===== src/rtl/core/sha256_pkg.sv =====
`timescale 1ns / 1ps
// ----------------------------------------------------------------------------
// SHA-256 package
// Word types, round constants, initial hash value and bit helpers shared by
// the SHA-256 digest unit.
// ----------------------------------------------------------------------------
package sha256_pkg;

  localparam int unsigned BLOCK_BYTES = 64;
  localparam int unsigned LEN_OFFSET  = 56;
  localparam int unsigned ROUNDS      = 64;
  localparam int unsigned DIGEST_WDS  = 8;
  localparam logic [7:0]  PAD_MARK    = 8'h80;

  typedef struct packed {
    logic [7:0] msg_byte;
    logic       byte_valid;
    logic       end_of_message;
  } msg_word_t;

  typedef struct packed {
    logic [31:0] digest_word;
    logic [2:0]  word_index;
    logic        last_word;
  } digest_word_t;

  function automatic logic [31:0] rotr32(input logic [31:0] x, input int unsigned n);
    return (x >> n) | (x << (32 - n));
  endfunction

  function automatic logic [31:0] big_sigma0(input logic [31:0] x);
    return rotr32(x, 2) ^ rotr32(x, 13) ^ rotr32(x, 22);
  endfunction

  function automatic logic [31:0] big_sigma1(input logic [31:0] x);
    return rotr32(x, 6) ^ rotr32(x, 11) ^ rotr32(x, 25);
  endfunction

  function automatic logic [31:0] small_sigma0(input logic [31:0] x);
    return rotr32(x, 7) ^ rotr32(x, 18) ^ (x >> 3);
  endfunction

  function automatic logic [31:0] small_sigma1(input logic [31:0] x);
    return rotr32(x, 17) ^ rotr32(x, 19) ^ (x >> 10);
  endfunction

  function automatic logic [31:0] init_hash(input logic [2:0] idx);
    logic [31:0] h;
    case (idx)
      3'd0:    h = 32'h6a09e667;
      3'd1:    h = 32'hbb67ae85;
      3'd2:    h = 32'h3c6ef372;
      3'd3:    h = 32'ha54ff53a;
      3'd4:    h = 32'h510e527f;
      3'd5:    h = 32'h9b05688c;
      3'd6:    h = 32'h1f83d9ab;
      default: h = 32'h5be0cd19;
    endcase
    return h;
  endfunction

  function automatic logic [31:0] round_const(input logic [5:0] idx);
    logic [31:0] k;
    case (idx)
      6'd0:  k = 32'h428a2f98;  6'd1:  k = 32'h71374491;
      6'd2:  k = 32'hb5c0fbcf;  6'd3:  k = 32'he9b5dba5;
      6'd4:  k = 32'h3956c25b;  6'd5:  k = 32'h59f111f1;
      6'd6:  k = 32'h923f82a4;  6'd7:  k = 32'hab1c5ed5;
      6'd8:  k = 32'hd807aa98;  6'd9:  k = 32'h12835b01;
      6'd10: k = 32'h243185be;  6'd11: k = 32'h550c7dc3;
      6'd12: k = 32'h72be5d74;  6'd13: k = 32'h80deb1fe;
      6'd14: k = 32'h9bdc06a7;  6'd15: k = 32'hc19bf174;
      6'd16: k = 32'he49b69c1;  6'd17: k = 32'hefbe4786;
      6'd18: k = 32'h0fc19dc6;  6'd19: k = 32'h240ca1cc;
      6'd20: k = 32'h2de92c6f;  6'd21: k = 32'h4a7484aa;
      6'd22: k = 32'h5cb0a9dc;  6'd23: k = 32'h76f988da;
      6'd24: k = 32'h983e5152;  6'd25: k = 32'ha831c66d;
      6'd26: k = 32'hb00327c8;  6'd27: k = 32'hbf597fc7;
      6'd28: k = 32'hc6e00bf3;  6'd29: k = 32'hd5a79147;
      6'd30: k = 32'h06ca6351;  6'd31: k = 32'h14292967;
      6'd32: k = 32'h27b70a85;  6'd33: k = 32'h2e1b2138;
      6'd34: k = 32'h4d2c6dfc;  6'd35: k = 32'h53380d13;
      6'd36: k = 32'h650a7354;  6'd37: k = 32'h766a0abb;
      6'd38: k = 32'h81c2c92e;  6'd39: k = 32'h92722c85;
      6'd40: k = 32'ha2bfe8a1;  6'd41: k = 32'ha81a664b;
      6'd42: k = 32'hc24b8b70;  6'd43: k = 32'hc76c51a3;
      6'd44: k = 32'hd192e819;  6'd45: k = 32'hd6990624;
      6'd46: k = 32'hf40e3585;  6'd47: k = 32'h106aa070;
      6'd48: k = 32'h19a4c116;  6'd49: k = 32'h1e376c08;
      6'd50: k = 32'h2748774c;  6'd51: k = 32'h34b0bcb5;
      6'd52: k = 32'h391c0cb3;  6'd53: k = 32'h4ed8aa4a;
      6'd54: k = 32'h5b9cca4f;  6'd55: k = 32'h682e6ff3;
      6'd56: k = 32'h748f82ee;  6'd57: k = 32'h78a5636f;
      6'd58: k = 32'h84c87814;  6'd59: k = 32'h8cc70208;
      6'd60: k = 32'h90befffa;  6'd61: k = 32'ha4506ceb;
      6'd62: k = 32'hbef9a3f7;  default: k = 32'hc67178f2;
    endcase
    return k;
  endfunction

endpackage


===== src/rtl/core/sha256_message_digest_unit.sv =====
`timescale 1ns / 1ps
// Message bytes are taken one per cycle while idle; a full 64-byte block then runs
//   64 rounds and a chaining add, and msg_ready stays low until they finish.
// End of message: padding shifts in one byte per cycle up to the block end, then
//   one or two compressions, then eight digest words, one per cycle while
//   digest_ready is high; the single round unit and byte fill path set the pace.
// Reset (rst, synchronous): load the initial hash value, clear counts and flags.
// ----------------------------------------------------------------------------
// SHA-256 message digest unit
// Streaming SHA-256: packs message bytes into a block, compresses each block
// with one shared round unit, pads at end of message and returns the digest.
// ----------------------------------------------------------------------------
module sha256_message_digest_unit (
  input  logic                     clk,
  input  logic                     rst,
  input  logic                     msg_valid,
  output logic                     msg_ready,
  input  sha256_pkg::msg_word_t    msg,
  output logic                     digest_valid,
  input  logic                     digest_ready,
  output sha256_pkg::digest_word_t digest
);
  import sha256_pkg::*;

  typedef enum logic [2:0] {
    ST_IDLE,    // take message words
    ST_PAD,     // shift in padding and length bytes
    ST_ROUND,   // run the 64 compression rounds
    ST_FINAL,   // fold working variables into the chaining value
    ST_OUTPUT   // hand out the eight digest words
  } state_t;

  state_t      state;
  logic [31:0] chain [DIGEST_WDS];
  logic [31:0] wv    [DIGEST_WDS];   // a..h
  logic [31:0] win   [16];           // block bytes, then rolling schedule
  logic [6:0]  fill;                 // bytes in the block, 0..64
  logic [63:0] bit_length;
  logic [5:0]  rnd;
  logic [2:0]  out_idx;
  logic        pad_active;           // message closed, padding still to do
  logic        mark_done;            // 0x80 already placed
  logic        two_block;            // mark landed in the length field
  logic        len_done;             // length written into this block

  // Round datapath: one round of the compression per cycle.
  logic [31:0] t1, t2, w_new;
  logic [7:0]  pad_byte;
  logic [7:0]  shift_byte;
  logic        shift_en;
  logic [2:0]  len_sel;

  always_comb begin
    t1 = wv[7] + big_sigma1(wv[4]) + ((wv[4] & wv[5]) ^ (~wv[4] & wv[6]))
       + round_const(rnd) + win[0];
    t2 = big_sigma0(wv[0]) + ((wv[0] & wv[1]) ^ (wv[0] & wv[2]) ^ (wv[1] & wv[2]));
    w_new = small_sigma1(win[14]) + win[9] + small_sigma0(win[1]) + win[0];
  end

  // Pick the next padding byte: mark, zero fill, or big-endian bit length.
  assign len_sel = fill[2:0];
  always_comb begin
    if (!mark_done) begin
      pad_byte = PAD_MARK;
    end else if (fill >= 7'(LEN_OFFSET) && !two_block) begin
      pad_byte = bit_length[{~len_sel, 3'b000} +: 8];
    end else begin
      pad_byte = 8'h00;
    end
  end

  assign msg_ready    = (state == ST_IDLE);
  assign digest_valid = (state == ST_OUTPUT);
  assign digest.digest_word = chain[out_idx];
  assign digest.word_index  = out_idx;
  assign digest.last_word   = (out_idx == 3'(DIGEST_WDS - 1));

  always_comb begin
    shift_en   = 1'b0;
    shift_byte = pad_byte;
    case (state)
      ST_IDLE: begin
        shift_en   = msg_valid && msg.byte_valid;
        shift_byte = msg.msg_byte;
      end
      ST_PAD:  shift_en = 1'b1;
      default: shift_en = 1'b0;
    endcase
  end

  always_ff @(posedge clk) begin
    if (rst) begin
      state      <= ST_IDLE;
      fill       <= '0;
      bit_length <= '0;
      rnd        <= '0;
      out_idx    <= '0;
      pad_active <= 1'b0;
      mark_done  <= 1'b0;
      two_block  <= 1'b0;
      len_done   <= 1'b0;
      for (int i = 0; i < DIGEST_WDS; i++) begin
        chain[i] <= init_hash(3'(i));
      end
    end else begin
      // Byte fill path: shift the block left by one byte.
      if (shift_en) begin
        for (int i = 0; i < 15; i++) begin
          win[i] <= {win[i][23:0], win[i+1][31:24]};
        end
        win[15] <= {win[15][23:0], shift_byte};
        fill    <= fill + 7'd1;
        if (fill == 7'(BLOCK_BYTES - 1)) begin
          // Block complete: load a..h and start the rounds.
          state <= ST_ROUND;
          rnd   <= '0;
          for (int i = 0; i < DIGEST_WDS; i++) begin
            wv[i] <= chain[i];
          end
        end
      end

      case (state)
        ST_IDLE: begin
          if (msg_valid) begin
            if (msg.byte_valid) begin
              bit_length <= bit_length + 64'd8;
            end
            if (msg.end_of_message) begin
              pad_active <= 1'b1;
              if (!(msg.byte_valid && fill == 7'(BLOCK_BYTES - 1))) begin
                state <= ST_PAD;
              end
            end
          end
        end
        ST_PAD: begin
          if (!mark_done) begin
            mark_done <= 1'b1;
            two_block <= (fill >= 7'(LEN_OFFSET));
          end
          if (fill == 7'(BLOCK_BYTES - 1) && mark_done && !two_block) begin
            len_done <= 1'b1;
          end
        end
        ST_ROUND: begin
          // Advance the working variables and the schedule window.
          wv[7] <= wv[6];
          wv[6] <= wv[5];
          wv[5] <= wv[4];
          wv[4] <= wv[3] + t1;
          wv[3] <= wv[2];
          wv[2] <= wv[1];
          wv[1] <= wv[0];
          wv[0] <= t1 + t2;
          for (int i = 0; i < 15; i++) begin
            win[i] <= win[i+1];
          end
          win[15] <= w_new;
          rnd     <= rnd + 6'd1;
          if (rnd == 6'(ROUNDS - 1)) begin
            state <= ST_FINAL;
          end
        end
        ST_FINAL: begin
          for (int i = 0; i < DIGEST_WDS; i++) begin
            chain[i] <= chain[i] + wv[i];
          end
          fill      <= '0;
          two_block <= 1'b0;
          if (len_done) begin
            state   <= ST_OUTPUT;
            out_idx <= '0;
          end else if (pad_active) begin
            state <= ST_PAD;
          end else begin
            state <= ST_IDLE;
          end
        end
        ST_OUTPUT: begin
          if (digest_ready) begin
            if (out_idx == 3'(DIGEST_WDS - 1)) begin
              // Digest done: reload the initial hash value for the next message.
              state      <= ST_IDLE;
              fill       <= '0;
              bit_length <= '0;
              pad_active <= 1'b0;
              mark_done  <= 1'b0;
              len_done   <= 1'b0;
              for (int i = 0; i < DIGEST_WDS; i++) begin
                chain[i] <= init_hash(3'(i));
              end
            end else begin
              out_idx <= out_idx + 3'd1;
            end
          end
        end
        default: state <= ST_IDLE;
      endcase
    end
  end

  // The two sides never hand off in the same cycle.
  a_no_overlap: assert property (@(posedge clk) disable iff (rst)
    !(msg_ready && digest_valid))
    else $error("input and output both open");

  // The last round always hands over to the chaining add.
  a_round_end: assert property (@(posedge clk) disable iff (rst)
    (state == ST_ROUND && rnd == 6'(ROUNDS - 1)) |=> state == ST_FINAL)
    else $error("round count overran");

  // The block never holds more than 64 bytes.
  a_fill_bound: assert property (@(posedge clk) disable iff (rst)
    fill <= 7'(BLOCK_BYTES))
    else $error("block overfilled");

  // After the last digest word, the unit is empty and ready for a new message.
  a_restart: assert property (@(posedge clk) disable iff (rst)
    (digest_valid && digest_ready && digest.last_word)
      |=> (msg_ready && fill == '0 && bit_length == '0))
    else $error("no clean restart after digest");

endmodule

===== config.mk =====
export PLATFORM = sky130hd
export DESIGN_NAME = sha256_message_digest_unit
export DESIGN_NICKNAME = d
export VERILOG_FILES = /design/src/rtl/core/sha256_pkg.sv /design/src/rtl/core/sha256_message_digest_unit.sv
export SDC_FILE = /design/constraint.sdc
export NUM_CORES = 2
export LEC_CHECK = 0
export BUFFER_PORTS_ARGS = -buffer_cell sky130_fd_sc_hd__buf_2
export CAP_MARGIN = 20
export CORE_UTILIZATION = 29
export DETAILED_ROUTE_END_ITERATION = 16
export PLACE_DENSITY = 0.4
export SYNTH_ARGS = -nofsm -noshare
export SYNTH_HDL_FRONTEND = slang
export SYNTH_SLANG_ARGS = --single-unit

===== constraint.sdc =====
create_clock -name clk -period 23.3 [get_ports clk]
set_clock_uncertainty 0.1 [all_clocks]
set_input_delay 4.66 -clock clk [delete_from_list [all_inputs] [get_ports clk]]
set_output_delay 4.66 -clock clk [all_outputs]
set_load 0.01 [all_outputs]

==> flow_summary.json <==
{
  "insertion_delay_ns": 0.82,
  "clockBufferDepth": 3,
  "dp_hpwl_um": 200100,
  "yosys.area.top_type": "edfxtp_1",
  "path_class": "reg2reg",
  "die-area_um2": 262800,
  "cts_resized": 0,
  "synth_edf_count": 896,
  "setup_tns_ns": 0,
  "die_w_um": 512.6,
  "rsz0062_at_grt": "false",
  "finalCritPeriodShare": 0.4012,
  "io_pins": 52,
  "critPathCaptureType": "flop",
  "p_leak_nw": 33.61,
  "yosysSeqAreaShare": 0.4212,
  "antenna_left": 0,
  "ys_warn_count": 0,
  "slowest_delay_ns": 0.63,
  "synth_top_area_share": 0.3558,
  "cts_root_buf": "clkbuf_16",
  "path_clk_slew_ns": 0.06,
  "setup_slack_ns": 13.95,
  "vias_per_cell": 5.101,
  "clock-sinks": 1143,
  "area_growth_pct": 11.33,
  "final_util": 0.3244,
  "syn-num-nets": 8870,
  "post_cts_buffers": 0,
  "synth_ff_type": "edfxtp_1",
  "final.fill_count": 27045,
  "place_congestion": 0.9001,
  "grt_max_degree": 188,
  "multi_input_area_um2": 40860,
  "grt_pass1_wl_um": 404600,
  "grt_overflow_total": 0,
  "synth_cell_types": 99,
  "finalSetupViolCount": 0,
  "drv_slew": 0,
  "max_freq_ghz": 0.1070,
  "cts_tree": "done",
  "cts_max_level": 4,
  "status": "finished clean",
  "cts_buffers": 152,
  "grt_pass1_vias": 58359,
  "dp_cells": 11346,
  "die_y_um": 512.6,
  "fin_crit_ns": 9.348,
  "regArea_um2": 31860,
  "worstHoldPathType": "reg2reg",
  "antenna_found_initial": 3,
  "critPathRequiredTime_ns": 23.72,
  "hold_violations": 0,
  "crit_path_start_kind": "flop",
  "postSynthCellCount": 8267,
  "numPortBuffers": 51,
  "num_vias": 59293,
  "syn_area_um2": 75610,
  "tightestPinTransition_ns": 1.109,
  "coreArea_um2": 259500,
  "maxCapViolations": 0,
  "async_flop_share": 0,
  "holdWs_ns": 0.3771,
  "slew_headroom": 0.2605,
  "stdcell_count": 11624,
  "drc": 0,
  "grt_usage": 0.2068,
  "wire_per_inst_um": 23.71,
  "power_density_nw_per_um2": 69.08,
  "start_util": 0.2914,
  "drive_gt1_frac": 0.07046,
  "dp_slack_ns": 13.00,
  "nets": 8703,
  "synth_area_per_cell_um2": 9.146,
  "dr.pass1.iters": 5,
  "max-vdd-ir-drop_mv": 0.08084,
  "cts_hold_buf": 0,
  "crit_fanout": 6,
  "cp_slowest_cell": "edfxtp_1",
  "finalWirelength_um": 275600,
  "synthTopCellsByArea": "edfxtp_1, nand2_1, dfxtp_1, ha_1, fa_1",
  "drt_iter0_drc": 5238,
  "synth-seq-cells": 1143,
  "rows": 187,
  "cp_data_arrival_time_ns": 9.77
}
routing by layer:
layer / up-vias / GRT usage / wire [um]
met2: 1436 / 0.3401 / 129300
met1: 29325 / 0.2855 / 127100
met5: - / 0 / 0
met3: 310 / 0.02423 / 11970
li1: 28222 / - / -
met4: 0 / 0.05550 / 7219
report_power, final:
part / internal [mW] / switching (mW) / total (mW)
Clock: 1.36 / 1.02 / 2.38
Sequential: 2.31 / 0.0764 / 2.39
Combinational: 0.406 / 0.642 / 1.05
Total: 4.08 / 1.74 / 5.82
cell usage in the layout, fill, tap and decap left out, drive strengths merged, types with 19 or more instances in the layout:
| cell | n |
|---|---|
| nand2 | 2489 |
| edfxtp | 896 |
| a21oi | 449 |
| o21ai | 407 |
| xnor2 | 403 |
| ha | 394 |
| nor2 | 372 |
| inv | 336 |
| dfxtp | 247 |
| a21o | 216 |
| clkbuf | 200 |
| xor2 | 197 |
| fa | 195 |
| buf | 140 |
| nand3 | 128 |
| nor3 | 81 |
| mux4 | 77 |
| mux2 | 66 |
| o211ai | 65 |
| nand2b | 55 |
| clkinv | 54 |
| a31oi | 52 |
| o21a | 51 |
| a211oi | 45 |
| nor2b | 44 |
| and3 | 43 |
| or3 | 42 |
| o21bai | 40 |
| nand4 | 31 |
| o31ai | 29 |
| and2 | 28 |
| o22ai | 24 |
| mux2i | 23 |
| a221oi | 20 |
| a211o | 19 |
synth_stat cells (all sizes together) (16+ instances only):
master and n:
a221oi 20, nor3b 17, o31ai 29, o211ai 65, nand3 128, a211o 19, o21a 51, o21ai 407
or2 17, a31o 16, a31oi 52, and4 18, inv 329, fa 195, edfxtp 896, a2111oi 17
dfxtp 247, mux4 77, o22ai 24, o21bai 40, nor3 81, mux2i 23, nand3b 17, a211oi 45
a21oi 449, or3 42, nand4 31, xor2 197, buf 57, and2 28, nor2 372, nand2b 55
nor2b 44, clkbuf 405, mux2 66, a21o 216, nand2 2489, and3 43, ha 394, xnor2 403
stage by stage:
step	power, mW	instance area, um2
after floorplan	3.151	75610
after global placement	3.482	79190
after detailed placement	3.480	79200
after CTS	5.907	84140
after global routing	6.095	84180
final	5.815	84180
critical path, delay by kind of cell (launching register included):
family,cells,cell delay (ns)
AOI/OAI and AO/OA,17,3.97
adders and majority gates,6,2.62
buffers and inverters,3,0.16
DFF,1,0.63
xor gates and xnor gates,4,0.96
and+or+nand+nor,3,0.61
worst paths after layout:
| check | from | endpoint | slack (ns) | depth (start not counted) |
|---|---|---|---|---|
| worst max register to register | wv[0][155] | wv[0][31] | 13.95 | 33 |
| worst min-delay path | pad_active | pad_active | 0.38 | 2 |
| worst max-delay path | wv[0][155] | wv[0][31] | 13.95 | 33 |
| worst min register to register | pad_active | pad_active | 0.38 | 2 |
flip-flops by register name, indices dropped and copies added, names as in the netlist, named ones only:
signal      count
win           512
chain         256
wv            256
bit_length     61
fill            7
rnd             6
out_idx         3
state           3
len_done        1
mark_done       1
pad_active      1
two_block       1
layout make-up:
type,count,area share
Multi-Input combinational cell,6332,0.4854
Sequential cell,1143,0.3785
Tap cell,3402,0.05056
Clock buffer,199,0.04909
Inverter,330,0.01474
Timing Repair Buffer,141,0.01201
Clock inverter,73,0.009617
Antenna cell,4,0.0001189
kinds of logic after synthesis:
| kind of cell | count (synthesis) | synth area share |
|---|---|---|
| XOR/XNOR | 600 | 0.06950 |
| AO/OA/AOI/OAI | 1562 | 0.1295 |
| multiplexers | 166 | 0.03581 |
| adder cells (fa/ha/maj) | 593 | 0.1174 |
| AND/OR/NAND/NOR | 3411 | 0.1868 |
| buffers and inverters | 792 | 0.03980 |
| flip-flops | 1143 | 0.4212 |
Power figures use the tool's default switching activity.
